**src/rtl/dbcs_pkg.sv**
```systemverilog
// ----------------------------------------------------------------------------
// Dual bank config save controller package
// Shared widths, event codes, bank codes, save phases and result codes.
// ----------------------------------------------------------------------------
package dbcs_pkg;

   // Width of the saturating dirty age counter.
   localparam int AGE_BITS = 16;
   localparam int DEB_BITS = 16;
   localparam int SEQ_BITS = 32;
   // Common width for the age versus debounce compare.
   localparam int CMP_BITS = (AGE_BITS > DEB_BITS) ? AGE_BITS : DEB_BITS;

   localparam logic [AGE_BITS-1:0] AGE_MAX = {AGE_BITS{1'b1}};
   localparam logic [DEB_BITS-1:0] DEBOUNCE_RESET = 16'd1000;

   typedef logic [2:0] op_type;
   typedef logic [1:0] bank_type;
   typedef logic [1:0] phase_type;
   typedef logic [1:0] result_type;

   // Request event codes.
   localparam op_type OP_TICK  = 3'd0;
   localparam op_type OP_DIRTY = 3'd1;
   localparam op_type OP_SAVE  = 3'd2;
   localparam op_type OP_BOOT  = 3'd3;
   localparam op_type OP_WRITE = 3'd4;
   localparam op_type OP_TAKE  = 3'd5;

   // Active bank and boot choice codes.
   localparam bank_type BANK_NONE = 2'd0;
   localparam bank_type BANK_A    = 2'd1;
   localparam bank_type BANK_B    = 2'd2;

   // Save phases.
   localparam phase_type PH_IDLE   = 2'd0;
   localparam phase_type PH_FIRST  = 2'd1;
   localparam phase_type PH_SECOND = 2'd2;

   // Save result codes.
   localparam result_type RES_NONE   = 2'd0;
   localparam result_type RES_SAVED  = 2'd1;
   localparam result_type RES_FAILED = 2'd2;

endpackage

```
**src/rtl/dual_bank_config_save_controller.sv**
```systemverilog
// Response: the response to an accepted request is registered at the clock edge that accepts it
// and is valid from then on; it stays until taken.
// Throughput: one request per cycle while the consumer takes each response; a new request is
// taken while the held response is being taken, so the single response register sets the rate.
// Reset (synchronous, active high): no save in flight, no bank active, sequence zero,
// debounce at 1000 ticks, no response pending.
// ----------------------------------------------------------------------------
// Dual bank configuration save controller
// Decides when a configuration is saved and into which of two alternating
// flash banks, tracks the boot choice, and reports save outcomes.
// ----------------------------------------------------------------------------
module dual_bank_config_save_controller (
   input  logic                         clock,
   input  logic                         reset,
   // Request channel
   input  logic                         req_valid,
   output logic                         req_ready,
   input  logic [2:0]                   req_op,
   input  logic                         req_valid_a,
   input  logic                         req_valid_b,
   input  logic [31:0]                  req_seq_a,
   input  logic [31:0]                  req_seq_b,
   input  logic                         req_write_ok,
   // Response channel
   output logic                         rsp_valid,
   input  logic                         rsp_ready,
   output logic                         rsp_write_cmd,
   output logic                         rsp_write_bank,
   output logic [31:0]                  rsp_write_seq,
   output logic [1:0]                   rsp_apply_bank,
   output logic [1:0]                   rsp_result_code,
   output logic                         rsp_busy_res,
   // Configuration write channel
   input  logic                         csr_valid,
   output logic                         csr_ready,
   input  logic [15:0]                  csr_debounce_ms
);

   // Controller state. Every field but the debounce register is updated in the
   // cycle its request is accepted, so the next request always sees the finished effect.
   logic                              pend_ff,   pend_in;
   logic                              dirty_ff,  dirty_in;
   logic [dbcs_pkg::AGE_BITS-1:0]     age_ff,    age_in;
   dbcs_pkg::bank_type                active_ff, active_in;
   logic [dbcs_pkg::SEQ_BITS-1:0]     seq_ff,    seq_in;
   dbcs_pkg::phase_type               phase_ff,  phase_in;
   logic                              target_ff, target_in;
   dbcs_pkg::result_type              last_ff,   last_in;
   logic [dbcs_pkg::DEB_BITS-1:0]     debounce_ff;

   // Response register.
   logic                              rsp_valid_ff, rsp_valid_in;
   logic                              wcmd_ff,  wcmd_in;
   logic                              wbank_ff, wbank_in;
   logic [dbcs_pkg::SEQ_BITS-1:0]     wseq_ff,  wseq_in;
   dbcs_pkg::bank_type                apply_ff, apply_in;
   dbcs_pkg::result_type              code_ff,  code_in;
   logic                              busy_ff,  busy_in;

   logic                              req_fire;
   logic                              start;
   dbcs_pkg::bank_type                pick;

   // The response register frees up in the same cycle it is taken, so a
   // request can enter every cycle while the consumer keeps up.
   assign req_ready = !rsp_valid_ff || rsp_ready;
   assign req_fire  = req_valid && req_ready;
   assign csr_ready = 1'b1;

   always_comb begin
      pend_in   = pend_ff;
      dirty_in  = dirty_ff;
      age_in    = age_ff;
      active_in = active_ff;
      seq_in    = seq_ff;
      phase_in  = phase_ff;
      target_in = target_ff;
      last_in   = last_ff;
      wcmd_in   = 1'b0;
      wbank_in  = 1'b0;
      wseq_in   = '0;
      apply_in  = dbcs_pkg::BANK_NONE;
      code_in   = dbcs_pkg::RES_NONE;
      start     = 1'b0;
      pick      = dbcs_pkg::BANK_NONE;

      if (req_fire) begin
         case (req_op)
            dbcs_pkg::OP_TICK: begin
               // The age saturates instead of wrapping.
               if (age_ff != dbcs_pkg::AGE_MAX) begin
                  age_in = age_ff + 1'b1;
               end
            end
            dbcs_pkg::OP_DIRTY: begin
               dirty_in = 1'b1;
               age_in   = '0;
            end
            dbcs_pkg::OP_SAVE: begin
               pend_in  = 1'b1;
               dirty_in = 1'b1;
            end
            dbcs_pkg::OP_BOOT: begin
               // The valid bank with the higher sequence wins; A wins a tie.
               if (req_valid_a && req_valid_b) begin
                  pick = (req_seq_a >= req_seq_b) ? dbcs_pkg::BANK_A : dbcs_pkg::BANK_B;
               end else if (req_valid_a) begin
                  pick = dbcs_pkg::BANK_A;
               end else if (req_valid_b) begin
                  pick = dbcs_pkg::BANK_B;
               end
               if (pick != dbcs_pkg::BANK_NONE) begin
                  active_in = pick;
                  seq_in    = (pick == dbcs_pkg::BANK_A) ? req_seq_a : req_seq_b;
               end
               apply_in = pick;
            end
            dbcs_pkg::OP_WRITE: begin
               if (phase_ff != dbcs_pkg::PH_IDLE) begin
                  if (req_write_ok) begin
                     active_in = target_ff ? dbcs_pkg::BANK_B : dbcs_pkg::BANK_A;
                     seq_in    = seq_ff + 1'b1;
                     last_in   = dbcs_pkg::RES_SAVED;
                     phase_in  = dbcs_pkg::PH_IDLE;
                  end else if (phase_ff == dbcs_pkg::PH_FIRST) begin
                     // First failure: retry on the other bank.
                     target_in = ~target_ff;
                     phase_in  = dbcs_pkg::PH_SECOND;
                     wcmd_in   = 1'b1;
                     wbank_in  = ~target_ff;
                     wseq_in   = seq_ff + 1'b1;
                  end else begin
                     last_in  = dbcs_pkg::RES_FAILED;
                     phase_in = dbcs_pkg::PH_IDLE;
                  end
               end
            end
            dbcs_pkg::OP_TAKE: begin
               code_in = last_ff;
               last_in = dbcs_pkg::RES_NONE;
            end
            default: begin
            end
         endcase

         // Start check runs after every event while no save is in flight.
         if (phase_in == dbcs_pkg::PH_IDLE) begin
            if (pend_in) begin
               pend_in  = 1'b0;
               dirty_in = 1'b0;
               start    = 1'b1;
            end else if (dirty_in && (dbcs_pkg::CMP_BITS'(age_in) >=
                                      dbcs_pkg::CMP_BITS'(debounce_ff))) begin
               dirty_in = 1'b0;
               start    = 1'b1;
            end
            if (start) begin
               target_in = (active_in == dbcs_pkg::BANK_A);
               phase_in  = dbcs_pkg::PH_FIRST;
               wcmd_in   = 1'b1;
               wbank_in  = target_in;
               wseq_in   = seq_in + 1'b1;
            end
         end
      end

      busy_in      = (phase_in != dbcs_pkg::PH_IDLE);
      rsp_valid_in = req_fire ? 1'b1 : (rsp_valid_ff && !rsp_ready);
   end

   always_ff @(posedge clock) begin
      if (reset) begin
         pend_ff      <= 1'b0;
         dirty_ff     <= 1'b0;
         age_ff       <= '0;
         active_ff    <= dbcs_pkg::BANK_NONE;
         seq_ff       <= '0;
         phase_ff     <= dbcs_pkg::PH_IDLE;
         target_ff    <= 1'b0;
         last_ff      <= dbcs_pkg::RES_NONE;
         debounce_ff  <= dbcs_pkg::DEBOUNCE_RESET;
         rsp_valid_ff <= 1'b0;
      end else begin
         pend_ff      <= pend_in;
         dirty_ff     <= dirty_in;
         age_ff       <= age_in;
         active_ff    <= active_in;
         seq_ff       <= seq_in;
         phase_ff     <= phase_in;
         target_ff    <= target_in;
         last_ff      <= last_in;
         rsp_valid_ff <= rsp_valid_in;
         if (csr_valid && csr_ready) begin
            debounce_ff <= csr_debounce_ms;
         end
      end
   end

   // Response payload only loads on an accepted request.
   always_ff @(posedge clock) begin
      if (req_fire) begin
         wcmd_ff  <= wcmd_in;
         wbank_ff <= wbank_in;
         wseq_ff  <= wseq_in;
         apply_ff <= apply_in;
         code_ff  <= code_in;
         busy_ff  <= busy_in;
      end
   end

   assign rsp_valid       = rsp_valid_ff;
   assign rsp_write_cmd   = wcmd_ff;
   assign rsp_write_bank  = wbank_ff;
   assign rsp_write_seq   = wseq_ff;
   assign rsp_apply_bank  = apply_ff;
   assign rsp_result_code = code_ff;
   assign rsp_busy_res    = busy_ff;

   // The held busy flag always agrees with the save phase it was taken from.
   a_busy_tracks_phase: assert property (@(posedge clock) disable iff (reset)
      rsp_valid_ff |-> (busy_ff == (phase_ff != dbcs_pkg::PH_IDLE)))
      else $error("busy flag disagrees with save phase");

   // A commanded write always leaves a save in flight.
   a_write_means_busy: assert property (@(posedge clock) disable iff (reset)
      (rsp_valid_ff && wcmd_ff) |-> busy_ff)
      else $error("write command without a save in flight");

   // A failed fallback write records the failure and ends the save.
   a_second_fail: assert property (@(posedge clock) disable iff (reset)
      (req_fire && req_op == dbcs_pkg::OP_WRITE && phase_ff == dbcs_pkg::PH_SECOND &&
       !req_write_ok) |=> (last_ff == dbcs_pkg::RES_FAILED))
      else $error("second write failure not recorded");

endmodule

```
**config.mk**
```make
export PLATFORM = sky130hd
export DESIGN_NAME = dual_bank_config_save_controller
export DESIGN_NICKNAME = d
export VERILOG_FILES = /design/src/rtl/dbcs_pkg.sv /design/src/rtl/dual_bank_config_save_controller.sv
export SDC_FILE = /design/constraint.sdc
export NUM_CORES = 1
export LEC_CHECK = 0
export ABC_AREA = 1
export BUFFER_PORTS_ARGS = -buffer_cell sky130_fd_sc_hd__buf_2
export CORE_MARGIN = 2
export CORE_UTILIZATION = 50
export DETAILED_ROUTE_END_ITERATION = 10
export PLACE_DENSITY = 0.73
export REMOVE_ABC_BUFFERS = 1
export SETUP_SLACK_MARGIN = 0.4
export SLEW_MARGIN = 10
export SYNTH_ARGS = -nofsm -noshare
export SYNTH_HDL_FRONTEND = slang
export SYNTH_SLANG_ARGS = --single-unit
```
**constraint.sdc**
```tcl
create_clock -name clock -period 8.6 [get_ports clock]
set_input_delay 0.86 -clock clock [delete_from_list [all_inputs] [get_ports clock]]
set_output_delay 0.86 -clock clock [all_outputs]
set_load 0.02 [all_outputs]
```
==> run summary, run 1 <==
Worst path depth - 25
cts hold-fix bufs - 0
DR DRC count - 0
commonest non-fill, non-tap cell in the layout - nand2_1
Syn. warnings - 0
CP Max Fanout - 25
hold_ws - 0.4618 ns
Synth top area share - 0.1506
period utilisation layout - 0.5161
P&R area growth vs syn - 13.82%
Die H - 144.3 um
wire per inst - 16.67 um
Final Hold Fails - 0
sequential share of the synthesized area - 0.2697
total CTS buffers - 17
first-pass GRT wire length - 48.98 mm
drt initial violations - 977
DRT antenna net count - 0
NetSw - 0.5772 mW
Initial Util - 0.5070
Skew-Pair Late Insertion Delay - 0.43 ns
number of max-cap violations - 0
drt total wl - 32.17 mm
Critical-path top delay cell - inv_1
R2R depth - 25
area of the core - 19400 um2
Fillers - 1954
Synth cell types - 52
synthesized cell area - 9836 um2
pin count of the biggest net entering global routing - 83
Post-synth ARST share - 0
sequential power share - 0.366
FP Rows - 51
clk root buf - clkbuf_16
# diodes - 0
maximum root-to-sink buffer count - 2
Setup WS post-layout - 4.162 ns
static leakage - 5.589 nW
layout cells sized above 1 - 0.1538
final setup TNS - 0 ns
Clock Skew - 0.01284 ns
Routability Congestion - 1.002
Slew Limit Headroom - 0.3122
dominant cells by area after synthesis - dfxtp_1 15%, nand2_1 14%, edfxtp_1 12%
clock sink count - 113
P_int - 1.142 mW
power per cell area - 153.6 nW/um2
Port Buffers - 131
clock network power share - 0.402
Worst Setup Start Kind - register
Critical Path Max Stage Delay - 0.43 ns
clock slew at reported path FFs - 0.06 ns
number of synthesized flops with an enable pin - 39
CP Buf/Inv Count - 4
CP Data Required Time - 8.78 ns
GR Overflow Total - 0
top cell type by total area after synthesis - dfxtp_1
DR vias - 10610
Worst Max-Slew Pin Slew - 1.029 ns
vias in the first global route - 9313
switch share - 0.3357
worst min path class - reg -> reg
Ports - 133
CTS resizes - 0
setup bufs post-CTS - 0
Top FF cell, synth - dfxtp_1
Hold Path Depth - 2
CP Class - reg -> reg
Die Area - 20810 um2
DP Wirelength - 23.47 mm
Max Freq - 225.3 MHz
Setup-failing EPs final - 0
Chip Width - 144.3 um
Synth Area per Inst - 6.342 um2
#FFs+latches synth - 113
Max IR drop VDD - 0.1324 mV
nets@finish - 1795
fin. max-slew vios - 0
GRT Resource Usage Total - 0.3090
Mapped Cells - 1551
initial antenna violation count - 0
TritonCTS clock tree - done
CP arrival - 4.61 ns
post-route minimum period - 4.438 ns
DR vias/cell - 5.497
DR pass1 iterations - 7
largest delay contributor family on the critical path - simple AND/OR/NAND/NOR gates
Worst Setup End Kind - register
H-tree Lvls - 4
RSZ-0062 raised after global routing - no
Gate power share - 0.232
commonest cells after routing, fill and taps aside - 355 x nand2_1, 258 x inv_1, 131 x buf_2
outcome - completed
pre-CTS WS - 4.019 ns
==> Yosys cell counts, drive strengths merged, types with 7 or more instances <==
master and instances:
a211oi 9, nand3 132, nor3 26, o211ai 7, buf 19, nand4 22, nand3b 14, ha 52
o22ai 17, nor2 135, a21oi 111, edfxtp 39, or2 7, nand2 372, o21ai 133, xor2 30
dfxtp 74, inv 277, nor4 9, clkbuf 37
==> tightest hold or removal path: stages, from the launching register on <==
cell and delay (ns):
dfxtp_1 0.29, inv_1 0.06, a211oi_1 0.06
==> power by group through the flow <==
stage	Sequential, mW	Combinational (mW)	Clock, mW
final	0.629	0.398	0.692
after global routing	0.633	0.443	0.718
after CTS	0.628	0.395	0.694
after detailed placement	0.639	0.392	0
after global placement	0.639	0.386	0
after floorplan	0.648	0.241	0
==> flip-flops by register name, summed over array words and instances, names as in the netlist, 2 cells and up <==
signal	count
seq_ff	32
age_ff	16
rsp_apply_bank	2
rsp_result_code	2
active_ff	2
phase_ff	2
debounce_ff	16
rsp_write_seq	32
last_ff	2
==> logic make-up after synthesis <==
kind of cell / synth area share
simple gates: 0.3357
buf+inv: 0.1337
compound gates: 0.1621
flops: 0.2697
fa+ha+maj: 0.06615
xor+xnor: 0.03028
mux: 0.002035
other cells: 0.0003813
==> layer usage <==
layer  share of wire  vias to the layer above  track usage
li1                -                     5232            -
met4           0.037                        0       0.1221
met3           0.074                       69      0.04702
met2            0.46                      441       0.5178
met1            0.43                     4868       0.4008
met5               0                        -            0
==> stage by stage <==
step / instances / power, mW / instance area [um2] / util
6_report: 1930 / 1.719 / 11190 / 0.5771
3_5_place_dp: 1898 / 1.031 / 10620 / 0.5475
4_1_cts: 1930 / 1.716 / 11190 / 0.5771
3_3_place_gp: 1898 / 1.025 / 10620 / 0.5475
2_1_floorplan: 1495 / 0.8893 / 9577 / -
5_1_grt: 1930 / 1.794 / 11190 / 0.5771
==> area by class of cell <==
| cell class | instances | area (um2) | area share |
|---|---|---|---|
| Clock inverter | 10 | 66.31 | 0.005924 |
| Timing Repair Buffer | 138 | 708.2 | 0.06326 |
| Multi-Input combinational cell | 1101 | 5873 | 0.5246 |
| Inverter | 281 | 1056 | 0.09433 |
| Tap cell | 265 | 331.6 | 0.02962 |
| Clock buffer | 22 | 506.7 | 0.04527 |
| Sequential cell | 113 | 2653 | 0.2370 |
==> final timing paths <==
| check | from | endpoint | slack, ns |
|---|---|---|---|
| hold reg to reg | last_ff[1] | last_ff[1] | 0.46 |
| setup reg to reg | age_ff[0] | rsp_busy_res | 4.16 |
| setup / recovery | age_ff[0] | rsp_busy_res | 4.16 |
| hold / removal | last_ff[1] | last_ff[1] | 0.46 |
No activity file was read; power rests on OpenSTA's default activity.
==> inputs of run 2 (changes only) <==
Settings changed: PLACE_DENSITY 0.73 to 0.76.
Clock period 8.6 ns to 3.8 ns, I/O delays scaled along.
==> run 2 against run 1 <==
Critical path type unchanged. Final cell count rose by 2.8%. Worst setup slack worse by 4.0 ns. Sequential power up 130%. Fmax up 22%. Via count is 3.4% higher. Utilization up 4.9 points. Worst hold slack got worse by 0.30 ns. Combinational power rose to 2.8 times the previous value. Clock skew rose by 0.0023 ns. Wire length increased by 3.4%. Clock power is 130% higher. First-iteration DRC count up 15%.
==> run summary, run 2 (synthesized netlist as in run 1, its figures left out) <==
Fillers - 1815 (-7.1%)
Ports - 133 (unchanged)
Worst Max-Slew Pin Slew - 0.8775 ns (-0.1513 ns)
Max IR drop VDD - 0.3441 mV (+160%)
clock slew at reported path FFs - 0.06 ns (about the same)
worst min path class - in -> reg
flop-to-flop setup slack - 0.18 ns (-3.99 ns)
Die Area - 20810 um2 (unchanged)
Slew Limit Headroom - 0.4114 (+0.09916)
H-tree Lvls - 4 (unchanged)
power per cell area - 339.7 nW/um2 (+120%)
FP Rows - 51 (unchanged)
Critical R2R Launch - age_ff[0]
DR DRC count - 0 (unchanged)
P&R area growth vs syn - 23.39%
vias in the first global route - 10090 (+8.3%)
outcome - completed
pin count of the biggest net entering global routing - 82 (-1.2%)
number of max-cap violations - 0 (unchanged)
CP Data Required Time - 3.97 ns (-4.81 ns)
drt initial violations - 1124 (+15%)
total CTS buffers - 17 (unchanged)
pre-CTS WS - 0.05075 ns (-3.968 ns)
Worst Setup End Kind - register
DR pass1 iterations - 6 (-1)
DRT antenna net count - 0 (unchanged)
Hold Path Depth - 3 (+1)
wire per inst - 16.76 um (+0.54%)
# diodes - 0 (unchanged)
Chip Width - 144.3 um (unchanged)
Area after DPL - 10860 um2 (+2.3%)
CP arrival - 3.80 ns (-0.81 ns)
initial antenna violation count - 0 (unchanged)
Setup WS post-layout - 0.1765 ns (-3.985 ns)
Setup-failing EPs final - 0 (unchanged)
period utilisation layout - 0.9536 (+0.4375)
Post-Layout Cell Count - 1984 (+2.8%)
DR vias - 10980 (+3.4%)
GR Overflow Total - 0 (unchanged)
layout cells sized above 1 - 0.2292 (+0.07545)
Initial Util - 0.5070 (unchanged)
TritonCTS clock tree - done
Worst Setup Start Kind - register
Hold Startpoint - csr_debounce_ms[7]
commonest non-fill, non-tap cell in the layout - nand2_1
cell area after layout - 12140 um2 (+8.4%)
drt total wl - 33.25 mm (+3.4%)
GRT Resource Usage Total - 0.3214 (+0.01241)
first-pass GRT wire length - 51.49 mm (+5.1%)
commonest cells after routing, fill and taps aside - 327 x nand2_1, 252 x inv_1, 131 x buf_2
Clock Skew - 0.01516 ns (+0.002325 ns)
Port Buffers - 131 (unchanged)
DR vias/cell - 5.532 (+0.62%)
nets@finish - 1849 (+3.0%)
DP Wirelength - 24.06 mm (+2.5%)
Die H - 144.3 um (unchanged)
Cells after DPL - 1929 (+1.6%)
R2R depth - 24 (-4.0%)
clock sink count - 113 (unchanged)
hold_ws - 0.1581 ns (-0.3036 ns)
Hold Path End - debounce_ff[7]
Worst R2R End - rsp_write_seq[21]
Routability Congestion - 1.028 (+2.5%)
post-route minimum period - 3.624 ns (-0.8148 ns)
Max Freq - 276.0 MHz (+22%)
Skew-Pair Late Insertion Delay - 0.44 ns (about the same)
CP Max Fanout - 6 (-76%)
Final Hold Fails - 0 (unchanged)
CP Class - reg -> reg
area of the core - 19400 um2 (unchanged)
maximum root-to-sink buffer count - 2 (unchanged)
static leakage - 6.019 nW (+7.7%)
RSZ-0062 raised after global routing - yes
fin. max-slew vios - 0 (unchanged)
clk root buf - clkbuf_16
[run 2: what timing repair did]
action / 4_1_cts / 5_1_grt
buffers inserted: 8 / 12
hold endpoints to repair: 0 / 0
endpoints found under the setup margin: 38 / 38
hold buffers: 0 / 0
pin swaps: 24 / 29
resized for setup: 54 / 77
gates cloned: 3 / 0
[run 2: area by class of cell]
cell class / count / area [um2] / share of cell area
sequential: 113 / 2659 / 0.2191
clock buffer: 21 / 503.0 / 0.04144
inverter: 281 / 1059 / 0.08722
tap: 265 / 331.6 / 0.02732
multi-input combinational: 1101 / 6287 / 0.5180
clock inverter: 11 / 82.58 / 0.006804
timing repair buffer: 192 / 1215 / 0.1001
[run 2: worst max path at each step]
stage,depth (start not counted),startpoint,end
4_1_cts,24,age_ff[0],rsp_write_seq[12]
3_5_place_dp,23,req_seq_b[31],rsp_write_seq[12]
6_report,24,age_ff[0],rsp_write_seq[21]
3_3_place_gp,23,req_seq_b[31],rsp_write_seq[12]
5_1_grt,25,age_ff[0],target_ff
2_1_floorplan,27,age_ff[0],rsp_busy_res
[run 2: metal layers]
metal | vias up | GRT usage | part of all wire
li1 | 5360 | - | -
met1 | 4952 | 0.4014 | 0.40
met2 | 550 | 0.5268 | 0.46
met3 | 113 | 0.05497 | 0.087
met4 | 0 | 0.1804 | 0.058
met5 | - | 0 | 0
[run 2: power by group]
part	internal, mW	switching [mW]	leakage (nW)
clock network	0.957	0.642	0.297
registers	1.35	0.0721	1.01
logic	0.402	0.700	4.72
[run 2: per-stage QoR]
step / setup TNS [ns] / utilization / total power [mW]
after global placement: 0 / 0.5600 / 2.339
after detailed placement: 0 / 0.5600 / 2.357
after floorplan: -2.847 / - / 2.013
after CTS: 0 / 0.6062 / 4.035
after global routing: -0.6112 / 0.6256 / 4.297
final: 0 / 0.6256 / 4.123
[run 2: worst max-delay path, stage by stage, from the launching register on]
cell and delay (ns):
dfxtp_4 0.37, inv_1 0.07, nor3_2 0.19, inv_1 0.10, nor3_2 0.19, nand3_1 0.12, inv_1 0.09, nand4_1 0.13
nor2_1 0.16, xor2_1 0.16, o21ai_1 0.07, o21ai_1 0.15, ha_1 0.28, nand2_1 0.09, inv_2 0.05, o21ai_1 0.07
nand2_1 0.08, a21oi_2 0.14, nand3_2 0.14, a21oi_4 0.17, nor2_4 0.09, buf_12 0.15, buf_16 0.14, nand3_1 0.08
nand2_1 0.06
==> inputs of run 3 (changes only) <==
Settings changed: PLACE_DENSITY 0.76 to 0.71, SETUP_SLACK_MARGIN 0.4 to 0.2.
==> run 3 against run 2 <==
Final cell count down 0.25%. First-iteration DRC count decreased by 23%. Die area unchanged. Flip-flop and latch count did not move. Register-to-register slack improved by 0.03 ns. Count of clock-buffer cells in the layout decreased by 1. Utilization fell by 1.4 points. Design area fell by 2.2%. Global-route usage decreased by 0.12 points. Sequential share of layout area increased by 0.48 points. Via count is 1.7% lower. Worst setup slack improved by 0.032 ns. Highest routed layer unchanged.
==> run summary, run 3 (synthesized netlist as in run 1, its figures left out) <==
CP Data Required Time - 3.96 ns (about the same)
cts hold-fix bufs - 0 (unchanged)
commonest cells after routing, fill and taps aside - 343 x nand2_1, 253 x inv_1, 131 x buf_2
nets@finish - 1844 (-0.27%)
Port Buffers - 131 (unchanged)
area of the core - 19400 um2 (unchanged)
Die H - 144.3 um (unchanged)
Worst Setup End Kind - register
Hold Path End - debounce_ff[6]
Critical R2R Launch - age_ff[1]
number of max-cap violations - 0 (unchanged)
worst path cell trace - inv_2, nor3_2, inv_1, nor3_2, nand3_1, inv_1, nand4_1, nor2_1, xor2_1, o21ai_1, o21ai_2, ha_1, nand2_1, inv_1, o21ai_1, nand2_1, a21oi_2, nand3_2, a21oi_2, nor2_2, buf_6, buf_12, nand3_1, nand2_1
period utilisation layout - 0.9452 (-0.008344)
Skew-Pair Late Insertion Delay - 0.43 ns (about the same)
H-tree Lvls - 4 (unchanged)
CP Max Fanout - 6 (unchanged)
FP Rows - 51 (unchanged)
clk root buf - clkbuf_16
Critical-path top delay cell - dfxtp_2
Chip Width - 144.3 um (unchanged)
pin count of the biggest net entering global routing - 82 (unchanged)
Slew Limit Headroom - 0.4310 (+0.01967)
wire per inst - 16.88 um (+0.76%)
drt initial violations - 866 (-23%)
flop-to-flop setup slack - 0.21 ns (+0.03 ns)
overall power - 4.081 mW (-1.0%)
Final Hold Fails - 0 (unchanged)
worst min path class - in -> reg
Post-Layout Cell Count - 1979 (-0.25%)
GRT Resource Usage Total - 0.3202 (-0.001178)
DR DRC count - 0 (unchanged)
DR vias/cell - 5.450 (-1.5%)
Max Freq - 278.4 MHz (+0.88%)
post-route minimum period - 3.592 ns (-0.03171 ns)
clock sink count - 113 (unchanged)
P&R area growth vs syn - 20.72%
DRT antenna net count - 0 (unchanged)
sequential power share - 0.349 (+0.004)
switch share - 0.3390 (-0.004021)
maximum root-to-sink buffer count - 2 (unchanged)
Routability Congestion - 1.004 (-2.3%)
GRT busiest layer - met2
Die Area - 20810 um2 (unchanged)
Setup-failing EPs final - 0 (unchanged)
Max IR drop VDD - 0.3077 mV (-11%)
DP Wirelength - 24.55 mm (+2.0%)
total CTS buffers - 17 (unchanged)
largest delay contributor family on the critical path - simple AND/OR/NAND/NOR gates
post-layout util - 0.6121 (-0.01355)
vias in the first global route - 9663 (-4.2%)
Worst Max-Slew Pin Slew - 0.8522 ns (-0.02532 ns)
M1 GR Usage - 0.4143 (+0.01286)
clock network power share - 0.401 (+0.013)
Cells after DPL - 1933 (+0.21%)
Worst Setup Start Kind - register
initial antenna violation count - 0 (unchanged)
met3 global-route usage - 0.04139 (-0.01358)
DR vias - 10790 (-1.7%)
Ports - 133 (unchanged)
TritonCTS clock tree - done
# diodes - 0 (unchanged)
Initial Util - 0.5070 (unchanged)
drt total wl - 33.41 mm (+0.50%)
power per cell area - 343.7 nW/um2 (+1.2%)
final setup TNS - 0 ns (unchanged)
clock slew at reported path FFs - 0.06 ns (about the same)
RSZ-0062 raised after global routing - yes
Gate power share - 0.250 (-0.017)
Worst R2R End - rsp_write_seq[19]
Hold Startpoint - csr_debounce_ms[6]
Fillers - 1930 (+6.3%)
Critical Path Max Stage Delay - 0.36 ns (about the same)
met2 usage - 0.5536 (+0.02682)
CP arrival - 3.75 ns (-0.05 ns)
CP Class - reg -> reg
static leakage - 5.912 nW (-1.8%)
commonest non-fill, non-tap cell in the layout - nand2_1
R2R depth - 24 (unchanged)
NetSw - 1.383 mW (-2.2%)
CP Buf/Inv Count - 6 (unchanged)
P_int - 2.698 mW (-0.42%)
DR pass1 iterations - 7 (+1)
fin. max-slew vios - 0 (unchanged)
layout cells sized above 1 - 0.2100 (-0.01917)
Hold Path Depth - 3 (unchanged)
outcome - completed
Clock Skew - 0.01814 ns (+0.002976 ns)
GR Overflow Total - 0 (unchanged)
first-pass GRT wire length - 50.86 mm (-1.2%)
## run 3: final cells by class
| type | instances | area [um2] | area share |
|---|---|---|---|
| Inverter | 281 | 1061 | 0.08936 |
| Multi-Input combinational cell | 1101 | 6073 | 0.5115 |
| Timing Repair Buffer | 187 | 1154 | 0.09716 |
| Sequential cell | 113 | 2659 | 0.2239 |
| Clock inverter | 12 | 117.6 | 0.009905 |
| Tap cell | 265 | 331.6 | 0.02792 |
| Clock buffer | 20 | 478.0 | 0.04025 |
## run 3: worst min-delay path, stage by stage
cell     delay [ns]
buf_2          0.08
a21oi_1        0.05
o21ai_0        0.06
## run 3: what timing repair did
action,in CTS,in global routing
resized for setup,29,52
pin swaps,10,30
buffers inserted,7,5
cloned,1,1
setup endpoints to repair,37,38
## run 3: power groups by stage
stage | Clock (mW) | Sequential [mW] | Combinational [mW]
6_report | 1.64 | 1.42 | 1.02
5_1_grt | 1.70 | 1.43 | 1.12
4_1_cts | 1.65 | 1.42 | 0.962
3_5_place_dp | 0 | 1.44 | 0.919
3_3_place_gp | 0 | 1.44 | 0.907
2_1_floorplan | 0 | 1.47 | 0.546
## run 3: worst max-delay path by stage
stage,end,startpoint,cells past startpoint,slack (ns)
2_1_floorplan,rsp_busy_res,age_ff[0],27,-0.30
3_3_place_gp,rsp_write_seq[31],req_seq_b[31],23,0.16
3_5_place_dp,rsp_write_seq[10],age_ff[0],26,0.05
4_1_cts,target_ff,age_ff[0],26,0.23
5_1_grt,target_ff,age_ff[0],26,0.003
6_report,rsp_write_seq[19],age_ff[1],24,0.21
## run 3: per-stage QoR
| stage | setup WS (ns) | cell area (um2) | hold slack [ns] |
|---|---|---|---|
| 2_1_floorplan | -0.2957 | 9577 | 0.4337 |
| 3_3_place_gp | 0.1627 | 10910 | 0.4500 |
| 3_5_place_dp | 0.05248 | 10910 | 0.4566 |
| 4_1_cts | 0.2313 | 11660 | 0.1557 |
| 5_1_grt | 0.003179 | 11870 | 0.1620 |
| 6_report | 0.2082 | 11870 | 0.1602 |
## run 3: routing by layer
layer,vias up,part of all wire
met5,-,0
met3,59,0.067
met1,4945,0.43
li1,5343,-
met4,0,0.026
met2,439,0.48
